--- src/rtl/core/fltw_pkg.sv ---
// Shared types and constants for the four-level page table walker.
// No dependencies; every other file of the walker refers to this package.
`default_nettype none

package fltw_pkg;

  localparam int unsigned PA_W = 52;
  localparam int unsigned VA_W = 64;
  localparam int unsigned SAVED_W = 48;
  localparam int unsigned PAB_W = 6;
  localparam int unsigned CFG_IDX_W = 1;

  // request command codes
  localparam logic CMD_START = 1'b0;
  localparam logic CMD_ENTRY = 1'b1;

  // result kind codes
  localparam logic KIND_REQ = 1'b0;
  localparam logic KIND_DONE = 1'b1;

  // configuration register indexes
  localparam logic [CFG_IDX_W-1:0] REG_ROOT = 1'b0;
  localparam logic [CFG_IDX_W-1:0] REG_PABITS = 1'b1;

  // entry bit positions
  localparam int unsigned BIT_PRESENT = 0;
  localparam int unsigned BIT_RW = 1;
  localparam int unsigned BIT_US = 2;
  localparam int unsigned BIT_PWT = 3;
  localparam int unsigned BIT_PCD = 4;
  localparam int unsigned BIT_ACC = 5;
  localparam int unsigned BIT_DIRTY = 6;
  localparam int unsigned BIT_HUGE = 7;
  localparam int unsigned BIT_GLOBAL = 8;
  localparam int unsigned BIT_NX = 63;

  localparam logic [15:0] UPPER_ONES = 16'hFFFF;

  typedef enum logic [2:0] {
    ST_OK        = 3'd0,
    ST_NONCANON  = 3'd1,
    ST_NOTMAPPED = 3'd2,
    ST_HUGE      = 3'd3,
    ST_CORRUPT   = 3'd4
  } status_t;

  typedef struct packed {
    logic [PA_W-1:0] root;
    logic [PA_W-1:0] mask;   // valid frame bits, 11..0 always clear
  } cfg_t;

  typedef struct packed {
    logic            cmd;
    logic [VA_W-1:0] vaddr;
    logic [VA_W-1:0] entry_value;
  } item_t;

  typedef struct packed {
    logic            kind;
    logic [PA_W-1:0] read_address;
    status_t         status;
    logic [PA_W-1:0] paddr;
    logic            writable;
    logic            user;
    logic            no_execute;
    logic            write_through;
    logic            cache_disable;
    logic            global_page;
    logic            accessed;
    logic            dirty;
  } result_t;

endpackage

`default_nettype wire

--- src/rtl/core/fltw_in_if.sv ---
// Request channel of the page table walker: valid/ready plus payload.
// Depends on fltw_pkg for field widths.
`default_nettype none

interface fltw_in_if;
  logic                          valid;
  logic                          ready;
  logic                          cmd;
  logic [fltw_pkg::VA_W-1:0]     vaddr;
  logic [fltw_pkg::VA_W-1:0]     entry_value;

  modport source (output valid, output cmd, output vaddr, output entry_value,
                  input ready);
  modport sink (input valid, input cmd, input vaddr, input entry_value,
                output ready);
endinterface

`default_nettype wire

--- src/rtl/core/fltw_out_if.sv ---
// Result channel of the page table walker: valid/ready plus payload.
// Depends on fltw_pkg for field widths.
`default_nettype none

interface fltw_out_if;
  logic                      valid;
  logic                      ready;
  logic                      kind;
  logic [fltw_pkg::PA_W-1:0] read_address;
  logic [2:0]                status;
  logic [fltw_pkg::PA_W-1:0] paddr;
  logic                      writable;
  logic                      user;
  logic                      no_execute;
  logic                      write_through;
  logic                      cache_disable;
  logic                      global_page;
  logic                      accessed;
  logic                      dirty;

  modport source (output valid, output kind, output read_address, output status,
                  output paddr, output writable, output user,
                  output no_execute, output write_through, output cache_disable,
                  output global_page, output accessed, output dirty,
                  input ready);
  modport sink (input valid, input kind, input read_address, input status,
                input paddr, input writable, input user,
                input no_execute, input write_through, input cache_disable,
                input global_page, input accessed, input dirty,
                output ready);
endinterface

`default_nettype wire

--- src/rtl/core/fltw_cfg_regs.sv ---
// Configuration registers: root table address and the physical address mask.
// The mask is derived from the written width at write time. Uses fltw_pkg.
`default_nettype none

module fltw_cfg_regs #(
  parameter int unsigned PHYS_ADDR_BITS = 52
) (
  input  wire logic                            clk,
  input  wire logic                            rst_n,
  input  wire logic                            cfg_we,
  input  wire logic [fltw_pkg::CFG_IDX_W-1:0]  cfg_index,
  input  wire logic [fltw_pkg::PA_W-1:0]       cfg_wdata,
  output fltw_pkg::cfg_t                       cfg
);

  localparam logic [fltw_pkg::PAB_W-1:0] PAB_MIN = fltw_pkg::PAB_W'(12);
  localparam logic [fltw_pkg::PAB_W-1:0] PAB_MAX = fltw_pkg::PAB_W'(PHYS_ADDR_BITS);
  localparam logic [fltw_pkg::PAB_W-1:0] PAB_RESET = fltw_pkg::PAB_W'(52);

  // Width is clamped to [12, PHYS_ADDR_BITS]; bits 11..0 of the mask stay clear.
  function automatic logic [fltw_pkg::PA_W-1:0] width_mask(
    input logic [fltw_pkg::PAB_W-1:0] bits
  );
    logic [fltw_pkg::PAB_W-1:0] b;
    logic [fltw_pkg::PA_W-1:0]  m;
    b = bits;
    if (b < PAB_MIN) b = PAB_MIN;
    if (b > PAB_MAX) b = PAB_MAX;
    for (int i = 0; i < int'(fltw_pkg::PA_W); i++) begin
      m[i] = (i >= 12) && (fltw_pkg::PAB_W'(i) < b);
    end
    return m;
  endfunction

  logic [fltw_pkg::PA_W-1:0] root_r;
  logic [fltw_pkg::PA_W-1:0] mask_r;

  always_ff @(posedge clk) begin
    if (!rst_n) begin
      root_r <= '0;
      mask_r <= width_mask(PAB_RESET);
    end else if (cfg_we) begin
      case (cfg_index)
        fltw_pkg::REG_ROOT:   root_r <= cfg_wdata;
        fltw_pkg::REG_PABITS: mask_r <= width_mask(cfg_wdata[fltw_pkg::PAB_W-1:0]);
        default: ;
      endcase
    end
  end

  assign cfg.root = root_r;
  assign cfg.mask = mask_r;

endmodule

`default_nettype wire

--- src/rtl/core/fltw_in_stage.sv ---
// Input register of the walker: holds one request until the walk step takes it.
// Uses fltw_pkg and the request channel interface.
`default_nettype none

module fltw_in_stage (
  input  wire logic       clk,
  input  wire logic       rst_n,
  fltw_in_if.sink         in_ch,
  input  wire logic       take,      // step consumes the held request
  output logic            held_valid,
  output fltw_pkg::item_t held_item
);

  logic            valid_r;
  fltw_pkg::item_t item_r;
  logic            load;

  assign in_ch.ready = !valid_r || take;
  assign load = in_ch.valid && in_ch.ready;

  always_ff @(posedge clk) begin
    if (!rst_n) begin
      valid_r <= 1'b0;
    end else if (load) begin
      valid_r <= 1'b1;
    end else if (take) begin
      valid_r <= 1'b0;
    end
  end

  always_ff @(posedge clk) begin
    if (load) begin
      item_r.cmd         <= in_ch.cmd;
      item_r.vaddr       <= in_ch.vaddr;
      item_r.entry_value <= in_ch.entry_value;
    end
  end

  assign held_valid = valid_r;
  assign held_item = item_r;

endmodule

`default_nettype wire

--- src/rtl/core/fltw_walk.sv ---
// Walk state and the combinational step: canonical and root checks, entry checks,
// permission combining, next entry address and final physical address. Uses fltw_pkg.
`default_nettype none

module fltw_walk (
  input  wire logic             clk,
  input  wire logic             rst_n,
  input  wire fltw_pkg::cfg_t   cfg,
  input  wire logic             fire,
  input  wire fltw_pkg::item_t  item,
  output logic                  res_valid,
  output fltw_pkg::result_t     res
);

  logic                         busy_r, busy_nxt;
  logic [1:0]                   level_r, level_nxt;
  logic [fltw_pkg::SAVED_W-1:0] saved_r, saved_nxt;
  logic                         eff_w_r, eff_w_nxt;
  logic                         eff_u_r, eff_u_nxt;
  logic                         eff_nx_r, eff_nx_nxt;

  // 9-bit table index for a level, level 0 is the top table
  function automatic logic [8:0] level_index(
    input logic [fltw_pkg::SAVED_W-1:0] va,
    input logic [1:0]                   lvl
  );
    logic [8:0] idx;
    case (lvl)
      2'd0:    idx = va[47:39];
      2'd1:    idx = va[38:30];
      2'd2:    idx = va[29:21];
      default: idx = va[20:12];
    endcase
    return idx;
  endfunction

  logic [fltw_pkg::VA_W-1:0] e;
  logic [fltw_pkg::VA_W-1:0] va;
  logic                      noncanon;
  logic                      root_bad;
  logic                      rsvd;
  logic [fltw_pkg::PA_W-1:0] frame;
  logic [1:0]                level_inc;
  logic                      w_path, u_path, nx_path;

  always_comb begin
    e = item.entry_value;
    va = item.vaddr;
    noncanon = va[47] ? (va[63:48] != fltw_pkg::UPPER_ONES) : (va[63:48] != '0);
    root_bad = (cfg.root[11:0] != '0) || ((cfg.root & ~cfg.mask) != '0);
    rsvd = (e[51:12] & ~cfg.mask[51:12]) != '0;
    frame = e[fltw_pkg::PA_W-1:0] & cfg.mask;
    level_inc = level_r + 2'd1;
    w_path = eff_w_r && e[fltw_pkg::BIT_RW];
    u_path = eff_u_r && e[fltw_pkg::BIT_US];
    nx_path = eff_nx_r || e[fltw_pkg::BIT_NX];
  end

  always_comb begin
    busy_nxt = busy_r;
    level_nxt = level_r;
    saved_nxt = saved_r;
    eff_w_nxt = eff_w_r;
    eff_u_nxt = eff_u_r;
    eff_nx_nxt = eff_nx_r;
    res_valid = 1'b0;
    res = '0;

    if (fire) begin
      if (item.cmd == fltw_pkg::CMD_START) begin
        // a start always drops any walk in progress
        busy_nxt = 1'b0;
        level_nxt = 2'd0;
        res_valid = 1'b1;
        if (noncanon) begin
          res.kind = fltw_pkg::KIND_DONE;
          res.status = fltw_pkg::ST_NONCANON;
        end else if (root_bad) begin
          res.kind = fltw_pkg::KIND_DONE;
          res.status = fltw_pkg::ST_CORRUPT;
        end else begin
          saved_nxt = va[fltw_pkg::SAVED_W-1:0];
          eff_w_nxt = 1'b1;
          eff_u_nxt = 1'b1;
          eff_nx_nxt = 1'b0;
          busy_nxt = 1'b1;
          res.kind = fltw_pkg::KIND_REQ;
          res.read_address = cfg.root + {40'b0, va[47:39], 3'b000};
        end
      end else if (busy_r) begin
        res_valid = 1'b1;
        res.kind = fltw_pkg::KIND_DONE;
        if (!e[fltw_pkg::BIT_PRESENT]) begin
          busy_nxt = 1'b0;
          level_nxt = 2'd0;
          res.status = fltw_pkg::ST_NOTMAPPED;
        end else if (level_r != 2'd3) begin
          if (e[fltw_pkg::BIT_HUGE]) begin
            // huge page at the top table is never legal
            busy_nxt = 1'b0;
            level_nxt = 2'd0;
            res.status = (level_r == 2'd0) ? fltw_pkg::ST_CORRUPT : fltw_pkg::ST_HUGE;
          end else begin
            eff_w_nxt = w_path;
            eff_u_nxt = u_path;
            eff_nx_nxt = nx_path;
            if (rsvd) begin
              busy_nxt = 1'b0;
              level_nxt = 2'd0;
              res.status = fltw_pkg::ST_CORRUPT;
            end else begin
              level_nxt = level_inc;
              res.kind = fltw_pkg::KIND_REQ;
              res.read_address = frame + {40'b0, level_index(saved_r, level_inc), 3'b000};
            end
          end
        end else begin
          busy_nxt = 1'b0;
          level_nxt = 2'd0;
          if (rsvd) begin
            res.status = fltw_pkg::ST_CORRUPT;
          end else begin
            eff_w_nxt = w_path;
            eff_u_nxt = u_path;
            eff_nx_nxt = nx_path;
            res.status = fltw_pkg::ST_OK;
            res.paddr = frame + {40'b0, saved_r[11:0]};
            res.writable = w_path;
            res.user = u_path;
            res.no_execute = nx_path;
            res.write_through = e[fltw_pkg::BIT_PWT];
            res.cache_disable = e[fltw_pkg::BIT_PCD];
            res.global_page = e[fltw_pkg::BIT_GLOBAL];
            res.accessed = e[fltw_pkg::BIT_ACC];
            res.dirty = e[fltw_pkg::BIT_DIRTY];
          end
        end
      end
    end
  end

  always_ff @(posedge clk) begin
    if (!rst_n) begin
      busy_r <= 1'b0;
      level_r <= 2'd0;
      saved_r <= '0;
      eff_w_r <= 1'b1;
      eff_u_r <= 1'b1;
      eff_nx_r <= 1'b0;
    end else begin
      busy_r <= busy_nxt;
      level_r <= level_nxt;
      saved_r <= saved_nxt;
      eff_w_r <= eff_w_nxt;
      eff_u_r <= eff_u_nxt;
      eff_nx_r <= eff_nx_nxt;
    end
  end

endmodule

`default_nettype wire

--- src/rtl/core/fltw_out_stage.sv ---
// Result register of the walker: holds one result until the sink takes it.
// Uses fltw_pkg and the result channel interface.
`default_nettype none

module fltw_out_stage (
  input  wire logic              clk,
  input  wire logic              rst_n,
  input  wire logic              res_valid,
  input  wire fltw_pkg::result_t res,
  output logic                   free,      // a result may be loaded this cycle
  fltw_out_if.source             out_ch
);

  logic              valid_r;
  fltw_pkg::result_t res_r;
  logic              load;

  assign free = !valid_r || out_ch.ready;
  assign load = res_valid && free;

  always_ff @(posedge clk) begin
    if (!rst_n) begin
      valid_r <= 1'b0;
    end else if (free) begin
      valid_r <= res_valid;
    end
  end

  always_ff @(posedge clk) begin
    if (load) begin
      res_r <= res;
    end
  end

  assign out_ch.valid = valid_r;
  assign out_ch.kind = res_r.kind;
  assign out_ch.read_address = res_r.read_address;
  assign out_ch.status = res_r.status;
  assign out_ch.paddr = res_r.paddr;
  assign out_ch.writable = res_r.writable;
  assign out_ch.user = res_r.user;
  assign out_ch.no_execute = res_r.no_execute;
  assign out_ch.write_through = res_r.write_through;
  assign out_ch.cache_disable = res_r.cache_disable;
  assign out_ch.global_page = res_r.global_page;
  assign out_ch.accessed = res_r.accessed;
  assign out_ch.dirty = res_r.dirty;

endmodule

`default_nettype wire

--- src/rtl/core/four_level_page_table_walker.sv ---
// Top level of the four-level page table walker.
// Instantiates fltw_cfg_regs, fltw_in_stage, fltw_walk and fltw_out_stage.
//
//   port group | dir | handshake      | payload
//   in_ch      | in  | valid / ready  | cmd, vaddr, entry_value
//   out_ch     | out | valid / ready  | kind, read_address, status, paddr, flags
//   cfg_*      | in  | cfg_we only    | cfg_index, cfg_wdata
//
// One request per cycle sustained unless out_ch stalls; each request passes through
// the input register, the walk step and then the result register on its way out.
// Entry returns while no walk is running produce no result.
// A stalled result holds in the result register; one more request still waits in
// the input register behind it. Synchronous reset: no walk, empty registers.
`default_nettype none

module four_level_page_table_walker #(
  parameter int unsigned PHYS_ADDR_BITS = 52
) (
  input  wire logic                           clk,
  input  wire logic                           rst_n,
  fltw_in_if.sink                             in_ch,
  fltw_out_if.source                          out_ch,
  input  wire logic                           cfg_we,
  input  wire logic [fltw_pkg::CFG_IDX_W-1:0] cfg_index,
  input  wire logic [fltw_pkg::PA_W-1:0]      cfg_wdata
);

  fltw_pkg::cfg_t    cfg;
  fltw_pkg::item_t   held_item;
  fltw_pkg::result_t res;
  logic              held_valid;
  logic              res_valid;
  logic              out_free;
  logic              fire;

  assign fire = held_valid && out_free;

  fltw_cfg_regs #(
    .PHYS_ADDR_BITS(PHYS_ADDR_BITS)
  ) u_cfg (
    .clk       (clk),
    .rst_n     (rst_n),
    .cfg_we    (cfg_we),
    .cfg_index (cfg_index),
    .cfg_wdata (cfg_wdata),
    .cfg       (cfg)
  );

  fltw_in_stage u_in (
    .clk        (clk),
    .rst_n      (rst_n),
    .in_ch      (in_ch),
    .take       (fire),
    .held_valid (held_valid),
    .held_item  (held_item)
  );

  fltw_walk u_walk (
    .clk       (clk),
    .rst_n     (rst_n),
    .cfg       (cfg),
    .fire      (fire),
    .item      (held_item),
    .res_valid (res_valid),
    .res       (res)
  );

  fltw_out_stage u_out (
    .clk       (clk),
    .rst_n     (rst_n),
    .res_valid (res_valid),
    .res       (res),
    .free      (out_free),
    .out_ch    (out_ch)
  );

endmodule

`default_nettype wire

--- src/flat_wrapper.sv ---
// flat-port wrapper written by rule: the top's interface ports become plain ports
module four_level_page_table_walker_flat 
#(
  parameter int unsigned PHYS_ADDR_BITS = 52
)
  (clk, rst_n, cfg_we, cfg_index, cfg_wdata, in_ch_valid, in_ch_cmd, in_ch_vaddr, in_ch_entry_value, in_ch_ready, out_ch_valid, out_ch_kind, out_ch_read_address, out_ch_status, out_ch_paddr, out_ch_writable, out_ch_user, out_ch_no_execute, out_ch_write_through, out_ch_cache_disable, out_ch_global_page, out_ch_accessed, out_ch_dirty, out_ch_ready);
  fltw_in_if in_ch_i ();
  fltw_out_if out_ch_i ();
  input  wire logic clk;
  input  wire logic rst_n;
  input  wire logic cfg_we;
  input  wire logic [fltw_pkg::CFG_IDX_W-1:0] cfg_index;
  input  wire logic [fltw_pkg::PA_W-1:0] cfg_wdata;
  input wire logic [$bits(in_ch_i.valid)-1:0] in_ch_valid;
  input wire logic [$bits(in_ch_i.cmd)-1:0] in_ch_cmd;
  input wire logic [$bits(in_ch_i.vaddr)-1:0] in_ch_vaddr;
  input wire logic [$bits(in_ch_i.entry_value)-1:0] in_ch_entry_value;
  output wire logic [$bits(in_ch_i.ready)-1:0] in_ch_ready;
  output wire logic [$bits(out_ch_i.valid)-1:0] out_ch_valid;
  output wire logic [$bits(out_ch_i.kind)-1:0] out_ch_kind;
  output wire logic [$bits(out_ch_i.read_address)-1:0] out_ch_read_address;
  output wire logic [$bits(out_ch_i.status)-1:0] out_ch_status;
  output wire logic [$bits(out_ch_i.paddr)-1:0] out_ch_paddr;
  output wire logic [$bits(out_ch_i.writable)-1:0] out_ch_writable;
  output wire logic [$bits(out_ch_i.user)-1:0] out_ch_user;
  output wire logic [$bits(out_ch_i.no_execute)-1:0] out_ch_no_execute;
  output wire logic [$bits(out_ch_i.write_through)-1:0] out_ch_write_through;
  output wire logic [$bits(out_ch_i.cache_disable)-1:0] out_ch_cache_disable;
  output wire logic [$bits(out_ch_i.global_page)-1:0] out_ch_global_page;
  output wire logic [$bits(out_ch_i.accessed)-1:0] out_ch_accessed;
  output wire logic [$bits(out_ch_i.dirty)-1:0] out_ch_dirty;
  input wire logic [$bits(out_ch_i.ready)-1:0] out_ch_ready;
  assign in_ch_i.valid = in_ch_valid;
  assign in_ch_i.cmd = in_ch_cmd;
  assign in_ch_i.vaddr = in_ch_vaddr;
  assign in_ch_i.entry_value = in_ch_entry_value;
  assign in_ch_ready = in_ch_i.ready;
  assign out_ch_valid = out_ch_i.valid;
  assign out_ch_kind = out_ch_i.kind;
  assign out_ch_read_address = out_ch_i.read_address;
  assign out_ch_status = out_ch_i.status;
  assign out_ch_paddr = out_ch_i.paddr;
  assign out_ch_writable = out_ch_i.writable;
  assign out_ch_user = out_ch_i.user;
  assign out_ch_no_execute = out_ch_i.no_execute;
  assign out_ch_write_through = out_ch_i.write_through;
  assign out_ch_cache_disable = out_ch_i.cache_disable;
  assign out_ch_global_page = out_ch_i.global_page;
  assign out_ch_accessed = out_ch_i.accessed;
  assign out_ch_dirty = out_ch_i.dirty;
  assign out_ch_i.ready = out_ch_ready;
  four_level_page_table_walker #(.PHYS_ADDR_BITS(PHYS_ADDR_BITS)) u_core (.clk(clk), .rst_n(rst_n), .in_ch(in_ch_i), .out_ch(out_ch_i), .cfg_we(cfg_we), .cfg_index(cfg_index), .cfg_wdata(cfg_wdata));
endmodule
--- config.mk ---
export PLATFORM = sky130hd
export DESIGN_NAME = four_level_page_table_walker_flat
export DESIGN_NICKNAME = d
export VERILOG_FILES = /design/src/rtl/core/fltw_pkg.sv /design/src/rtl/core/fltw_in_if.sv /design/src/rtl/core/fltw_out_if.sv /design/src/rtl/core/fltw_cfg_regs.sv /design/src/rtl/core/fltw_in_stage.sv /design/src/rtl/core/fltw_walk.sv /design/src/rtl/core/fltw_out_stage.sv /design/src/rtl/core/four_level_page_table_walker.sv /design/src/flat_wrapper.sv
export SDC_FILE = /design/constraint.sdc
export NUM_CORES = 1
export LEC_CHECK = 0
export BUFFER_PORTS_ARGS = -buffer_cell sky130_fd_sc_hd__clkbuf_2
export CAP_MARGIN = 20
export CORE_MARGIN = 3
export CORE_UTILIZATION = 45
export DETAILED_ROUTE_END_ITERATION = 16
export PLACE_DENSITY = 0.67
export SETUP_SLACK_MARGIN = 0.02
export SLEW_MARGIN = 20
export SYNTH_ARGS = -nofsm -noshare
export SYNTH_HDL_FRONTEND = slang
export SYNTH_SLANG_ARGS = --single-unit
export TNS_END_PERCENT = 50
--- constraint.sdc ---
create_clock -name clk -period 7.8 [get_ports clk]
set_input_delay 0.39 -clock clk [delete_from_list [all_inputs] [get_ports clk]]
set_output_delay 0.39 -clock clk [all_outputs]
set_load 0.01 [all_outputs]
==> summary.txt, run 1 <==
Die
  • IO Count: 305
  • Row cnt: 68
  • Initial core utilization: 45.96%
  • CORE AREA: 34710 sq um
  • Die span in x: 194.3 microns
  • Die Y: 194.3 microns
  • Die area: 37750 sq um

Placement
  • DP Area: 17720 sq um
  • Pre-CTS setup slack: 4.137 ns
  • Placed cell count: 2122
  • Final weighted congestion in routability-driven placement: 0.9671
  • Port bufs: 290
  • Post-DP HPWL: 33130 microns

Routing
  • Final wirelength: 46180 microns
  • Via count: 12.69k
  • Initial DRC count: 1149
  • Drc violations: 0
  • TritonRoute pass-1 iters: 9
  • Routed vias/inst: 5.691
  • Routed Antenna Nets: 0
  • DR WL/cell: 20.71 microns

Setup path
  • Critical path class: reg2reg
  • Crit Reg-Reg Endpoint: u_core.u_out.out_ch.read_address[30]$_SDFFCE_PN0P_
  • Delay-heaviest family, CP: simple AND/OR/NAND/NOR gates
  • Worst R2R Start: u_core.u_in.held_item[19]$_DFFE_PP_
  • Reg2reg setup slack: 4.08 ns
  • Max incr delay on CP: 0.94 ns
  • Crit end category: flip-flop
  • WP data arrival: 4.06 ns
  • CP Launch Type: flip-flop
  • Cell breakdown of the critical path: nor2b_1 -> a2111oi_0 -> and4_1 -> and3_1 -> nand3_1 -> o22ai_1
  • CP required: 8.14 ns
  • Buf+Inv Stages, Crit Path: 0
  • Cells on worst reg2reg path: 6
  • CP max stage cell: nand3_1
  • CP max FO: 21

Clock tree
  • H-tree depth: 2
  • Post-CTS Resized: 0
  • Worst-Skew Late Latency: 0.54 ns
  • CTS clk-pin slew, worst paths: 0.06 ns
  • Maximum clock insertion buffer count: 3
  • Clock Tree Root: clkbuf_16
  • CTS tree: done
  • Clk sinks: 379
  • Cts bufs inserted: 42

STA
  • Worst-margin pin slew: 1.120 ns
  • Setup_tns: 0 ns
  • Period utilisation layout: 47.69%
  • Slew Limit Fails: 0
  • Fmax: 0.2688 GHz
  • Worst rel slew slack: 25.31%
  • RSZ-0062 raised after global routing: no
  • Post-Route Skew: 0.01700 ns
  • Final worst slack: 4.080 ns
  • Final Setup Violations: 0
  • Final hold viol count: 0
  • Fin crit period: 3.720 ns

Logic synthesis
  • Seq/Total Area, Yosys: 62.05%
  • Mapped Area: 15960 sq um
  • Top FF cell, synth: edfxtp_1
  • Syn. warnings: 0
  • FFs w/ async S/R, synth: 0%
  • Post-synth EDFFs: 231
  • Synth cell types: 65
  • Syn Inst Count: 1464
  • Synthesis-stage register bit count: 379
  • Syn_area_per_cell: 10.90 sq um

Pwr
  • Cell Pwr Density: 237.6 nW/um^2
  • Pleak: 7.796 nW
  • VDD IR max: 192.1 uV

Final layout
  • Final core utilization: 56.02%
  • Filler instances: 3085
  • Final Non-Filler Cells: 2230
  • Commonest non-fill, non-tap cells in the layout: clkbuf_2, nand2_1, edfxtp_1
  • Final #Nets: 1943
  • Most common cell after layout, fill and taps aside: clkbuf_2
  • Synth-to-Final Area Change: 21.89%
  • Layout cells sized above 1: 21.49%
  • Fin area: 19450 sq um

Flow run
  • Max_cap viols: 0

Global route
  • Pin count of the biggest net entering global routing: 103
  • First-pass GRT wire length: 69810 microns
  • Number of global-route vias before repair: 12.08k
  • Total grt overflow: 0
  • Antenna violations before repair: 3
  • Overall global routing resource usage: 23.52%

Min path
  • Hold path start: in_ch_vaddr[5]
  • Hold path depth: 1
  • Worst Hold Path EP: u_core.u_in.held_item[69]$_DFFE_PP_
  • Hold crit path type: in2reg

Outcome
  • Status: completed
[per-layer routing]
metal  vias to the layer above  GRT usage (%)  share of wire (%)
met3                        90          5.166                8.5
met2                       553          37.13                 46
li1                       5949              -                  -
met4                         2          7.606                2.9
met5                         -              0              0.024
met1                      6097          32.61                 43
[Yosys cell counts, drive strengths merged, types with 5 or more instances]
cell	n	share of area (%)
edfxtp	231	43
nor3	16	0.53
dfxtp	148	19
and4	7	0.38
inv	40	0.94
xnor2	42	2.3
xor2	5	0.27
nand2	236	5.6
nand4	11	0.51
nor2	78	1.8
and3	31	1.2
clkbuf	71	1.7
a221o	8	0.50
nor4	45	1.8
a21oi	144	4.5
o22ai	60	2.4
nand3	27	0.91
a222oi	9	0.56
nand2b	20	0.78
o211ai	6	0.28
a41o	48	3.0
ha	15	1.2
o21ai	29	0.91
a21o	6	0.28
o2111ai	5	0.27
buf	28	0.96
nor2b	44	1.7
and2	11	0.43
[timing repair]
action | CTS | global route
setup buffers | 0 | 0
endpoints found under the setup margin | 0 | 0
hold buffers | 24 | 3
endpoints found under the hold margin | 24 | 3
[layout make-up]
cell class / instances / area (sq um) / share of cell area [%]
well taps: 455 / 569.3 / 2.927
diodes: 2 / 5.005 / 0.02574
clock buffers: 52 / 1140 / 5.861
repair buffers: 329 / 1879 / 9.664
multi-input cells: 948 / 5525 / 28.41
clock inverters: 25 / 279.0 / 1.435
inverters: 40 / 150.1 / 0.7721
flip-flops and latches: 379 / 9899 / 50.90
[worst max-delay path by stage]
stage | from | end | depth (start not counted)
after detailed placement | u_core.u_in.held_item[33]$_DFFE_PP_ | u_core.u_out.out_ch.read_address[30]$_SDFFCE_PN0P_ | 6
final | u_core.u_in.held_item[19]$_DFFE_PP_ | u_core.u_out.out_ch.read_address[30]$_SDFFCE_PN0P_ | 6
after global routing | u_core.u_cfg.root_r[5]$_SDFFE_PN0P_ | u_core.u_out.out_ch.read_address[33]$_SDFFCE_PN0P_ | 8
after CTS | u_core.u_cfg.root_r[4]$_SDFFE_PN0P_ | u_core.u_out.out_ch.read_address[33]$_SDFFCE_PN0P_ | 8
after floorplan | out_ch_ready | u_core.u_out.out_ch.accessed$_SDFFCE_PP0P_ | 3
after global placement | u_core.u_cfg.root_r[4]$_SDFFE_PN0P_ | u_core.u_out.out_ch.read_address[3]$_SDFFCE_PN0P_ | 7
[report_power, final]
part / total (mW) / internal, mW / switching, mW
Sequential: 2.26 / 2.20 / 0.0620
Combinational: 0.325 / 0.118 / 0.206
Clock: 2.03 / 1.24 / 0.798
[metrics by stage]
| step | hold WS, ns | power [mW] |
|---|---|---|
| 2_1_floorplan | 0.4363 | 2.474 |
| 3_3_place_gp | 0.4449 | 2.605 |
| 3_5_place_dp | 0.4565 | 2.611 |
| 4_1_cts | 0.0002152 | 4.653 |
| 5_1_grt | 0.001950 | 4.774 |
| 6_report | 0.02358 | 4.621 |
[registers in the layout, summed over array words and instances (netlist names), 2 cells and up]
register / count
u_core.u_cfg.mask_r: 40
u_core.u_cfg.root_r: 52
u_core.u_in.held_item: 115
u_core.u_out.out_ch.paddr: 52
u_core.u_out.out_ch.read_address: 52
u_core.u_out.out_ch.status: 3
u_core.u_walk.level_r: 2
u_core.u_walk.saved_r: 48
[kinds of logic after synthesis]
kind of cell,Yosys count,share of synthesized area [%]
AO/OA/AOI/OAI,344,14.25
buffers and inverters,139,3.568
adder cells (fa/ha/maj),16,1.302
AND/OR/NAND/NOR,538,16.23
flip-flops,379,62.05
XOR/XNOR,47,2.580
other,1,0.02350
Power figures use the tool's default switching activity.
==> run 2: changes to the inputs <==
Clock period 7.8 ns to 3.8 ns, I/O delays scaled along.
==> run 2 against run 1 <==
Sequential power grew 110%. Clock-buffer cell count grew 6. Flip-flop and latch count is the same. Hold slack lost 0.00084 ns. Fmax grew 18%. Sequential share of layout area shrank 3.5 points. Clock skew grew 0.0086 ns.
==> summary.txt, run 2 (synthesis results as in run 1) <==
Outcome
  • Status: completed

Setup path
  • Reg2reg setup slack: 0.65 ns
  • CP max stage cell: o31a_1
  • Max incr delay on CP: 0.77 ns
  • Cell breakdown of the critical path: ha_1 -> and3_1 -> a221oi_1 -> o31a_1 -> nor4_1 -> xnor2_1 -> o22ai_1
  • Crit end category: flip-flop
  • CP required: 4.07 ns
  • CP max FO: 17
  • CP Launch Type: flip-flop
  • WP data arrival: 3.42 ns
  • Critical path class: reg2reg

Final layout
  • Final #Nets: 2093
  • Final Non-Filler Cells: 2377
  • Diode count: 0
  • Filler instances: 2889
  • Layout cells sized above 1: 20.14%
  • Synth-to-Final Area Change: 30.89%
  • Number of flip-flops in the largest register: 115
  • Commonest non-fill, non-tap cells in the layout: clkbuf_2, nand2_1, edfxtp_1
  • Most common cell after layout, fill and taps aside: clkbuf_2

STA
  • Period utilisation layout: 82.98%
  • Fin crit period: 3.153 ns
  • Worst-margin pin slew: 0.9766 ns
  • RSZ-0062 raised after global routing: no
  • Final Setup Violations: 0
  • Final worst slack: 0.6467 ns
  • Post-Route Skew: 0.02559 ns
  • Fmax: 0.3171 GHz
  • Final hold viol count: 0
  • Setup_tns: 0 ns
  • Worst rel slew slack: 34.89%
  • Slew Limit Fails: 0

Routing
  • Routed Antenna Nets: 0
  • Routed vias/inst: 5.532
  • Final wirelength: 48580 microns
  • Via count: 13.15k
  • TritonRoute pass-1 iters: 7
  • DR WL/cell: 20.44 microns
  • Initial DRC count: 1274
  • Drc violations: 0

Global route
  • Antenna violations before repair: 0
  • Number of global-route vias before repair: 12.91k
  • Overall global routing resource usage: 24.83%
  • Pin count of the biggest net entering global routing: 113
  • First-pass GRT wire length: 73710 microns
  • Total grt overflow: 0

Clock tree
  • Cts bufs inserted: 41
  • Maximum clock insertion buffer count: 3
  • Clock Tree Root: clkbuf_16
  • Worst-Skew Late Latency: 0.54 ns
  • H-tree depth: 2
  • CTS tree: done
  • Clk sinks: 379
  • CTS clk-pin slew, worst paths: 0.06 ns
  • Post-CTS Resized: 0

Placement
  • Post-DP HPWL: 34030 microns
  • Port bufs: 290
  • Pre-CTS setup slack: 0.7217 ns
  • Placed cell count: 2133
  • Final weighted congestion in routability-driven placement: 0.9860

Die
  • Die area: 37750 sq um
  • Initial core utilization: 45.96%
  • IO Count: 305
  • Row cnt: 68
  • Die span in x: 194.3 microns
  • CORE AREA: 34710 sq um
  • Die Y: 194.3 microns

Pwr
  • Final Power: 9.505 mW
  • Pleak: 8.409 nW
  • VDD IR max: 305.5 uV
  • Cell Pwr Density: 455.2 nW/um^2

Min path
  • Hold crit path type: in2reg

Flow run
  • Max_cap viols: 0
[run 2: changes by cell type in the layout (fill, tap and decap cells not counted), sizes merged]
cell and change:
bufinv -1, clkinvlp -2, clkbuf +5, diode -2, clkinv -4, dlygate4sd3 +140, inv -1, buf +12
[run 2: report_power, final]
part	switching [mW]	internal, mW	total [mW]
clock network	1.61	2.46	4.07
logic	0.452	0.341	0.793
registers	0.130	4.51	4.64
total	2.19	7.31	9.51
[run 2: final timing paths]
path / end / depth (start not counted) / start
setup / recovery: u_core.u_out.out_ch.read_address[51]$_SDFFCE_PN0P_ / 7 / u_core.u_in.held_item[111]$_DFFE_PP_
hold / removal: u_core.u_cfg.root_r[5]$_SDFFE_PN0P_ / 3 / cfg_wdata[5]
hold reg to reg: u_core.u_cfg.root_r[2]$_SDFFE_PN0P_ / 2 / u_core.u_cfg.root_r[2]$_SDFFE_PN0P_
setup reg to reg: u_core.u_out.out_ch.read_address[51]$_SDFFCE_PN0P_ / 7 / u_core.u_in.held_item[111]$_DFFE_PP_
[run 2: area by class of cell]
class / count / area (sq um) / area share, %
Clock buffer: 58 / 1151 / 5.512
Clock inverter: 17 / 224.0 / 1.072
Inverter: 40 / 150.1 / 0.7189
Multi-Input combinational cell: 948 / 5525 / 26.46
Sequential cell: 379 / 9899 / 47.40
Tap cell: 455 / 569.3 / 2.726
Timing Repair Buffer: 480 / 3364 / 16.11
[run 2: critical path, delay by kind of cell (launching register included)]
kind,cells,cell delay [ns]
compound gates,3,1.27
flops,1,0.46
fa+ha+maj,1,0.40
simple gates,2,0.36
xor+xnor,1,0.35
[run 2: per-layer routing]
metal	up-vias	track usage (%)	part of all wire (%)
met1	6243	34.57	43
li1	6245	-	-
met5	-	0	0
met4	0	7.420	2.8
met2	569	40.05	47
met3	92	4.490	8.0
[run 2: stage by stage]
stage	utilization, %	instance area [sq um]	hold slack [ns]
after floorplan	-	15970	0.2889
after global placement	51.20	17770	0.3672
after detailed placement	51.26	17790	0.3686
after CTS	60.03	20840	0.009895
after global routing	60.16	20880	0.05635
final	60.16	20880	0.02274
[run 2: timing repair]
action	4_1_cts	5_1_grt
buffers inserted	0	0
hold buffers	167	0
endpoints found under the setup margin	0	0
endpoints found under the hold margin	167	0
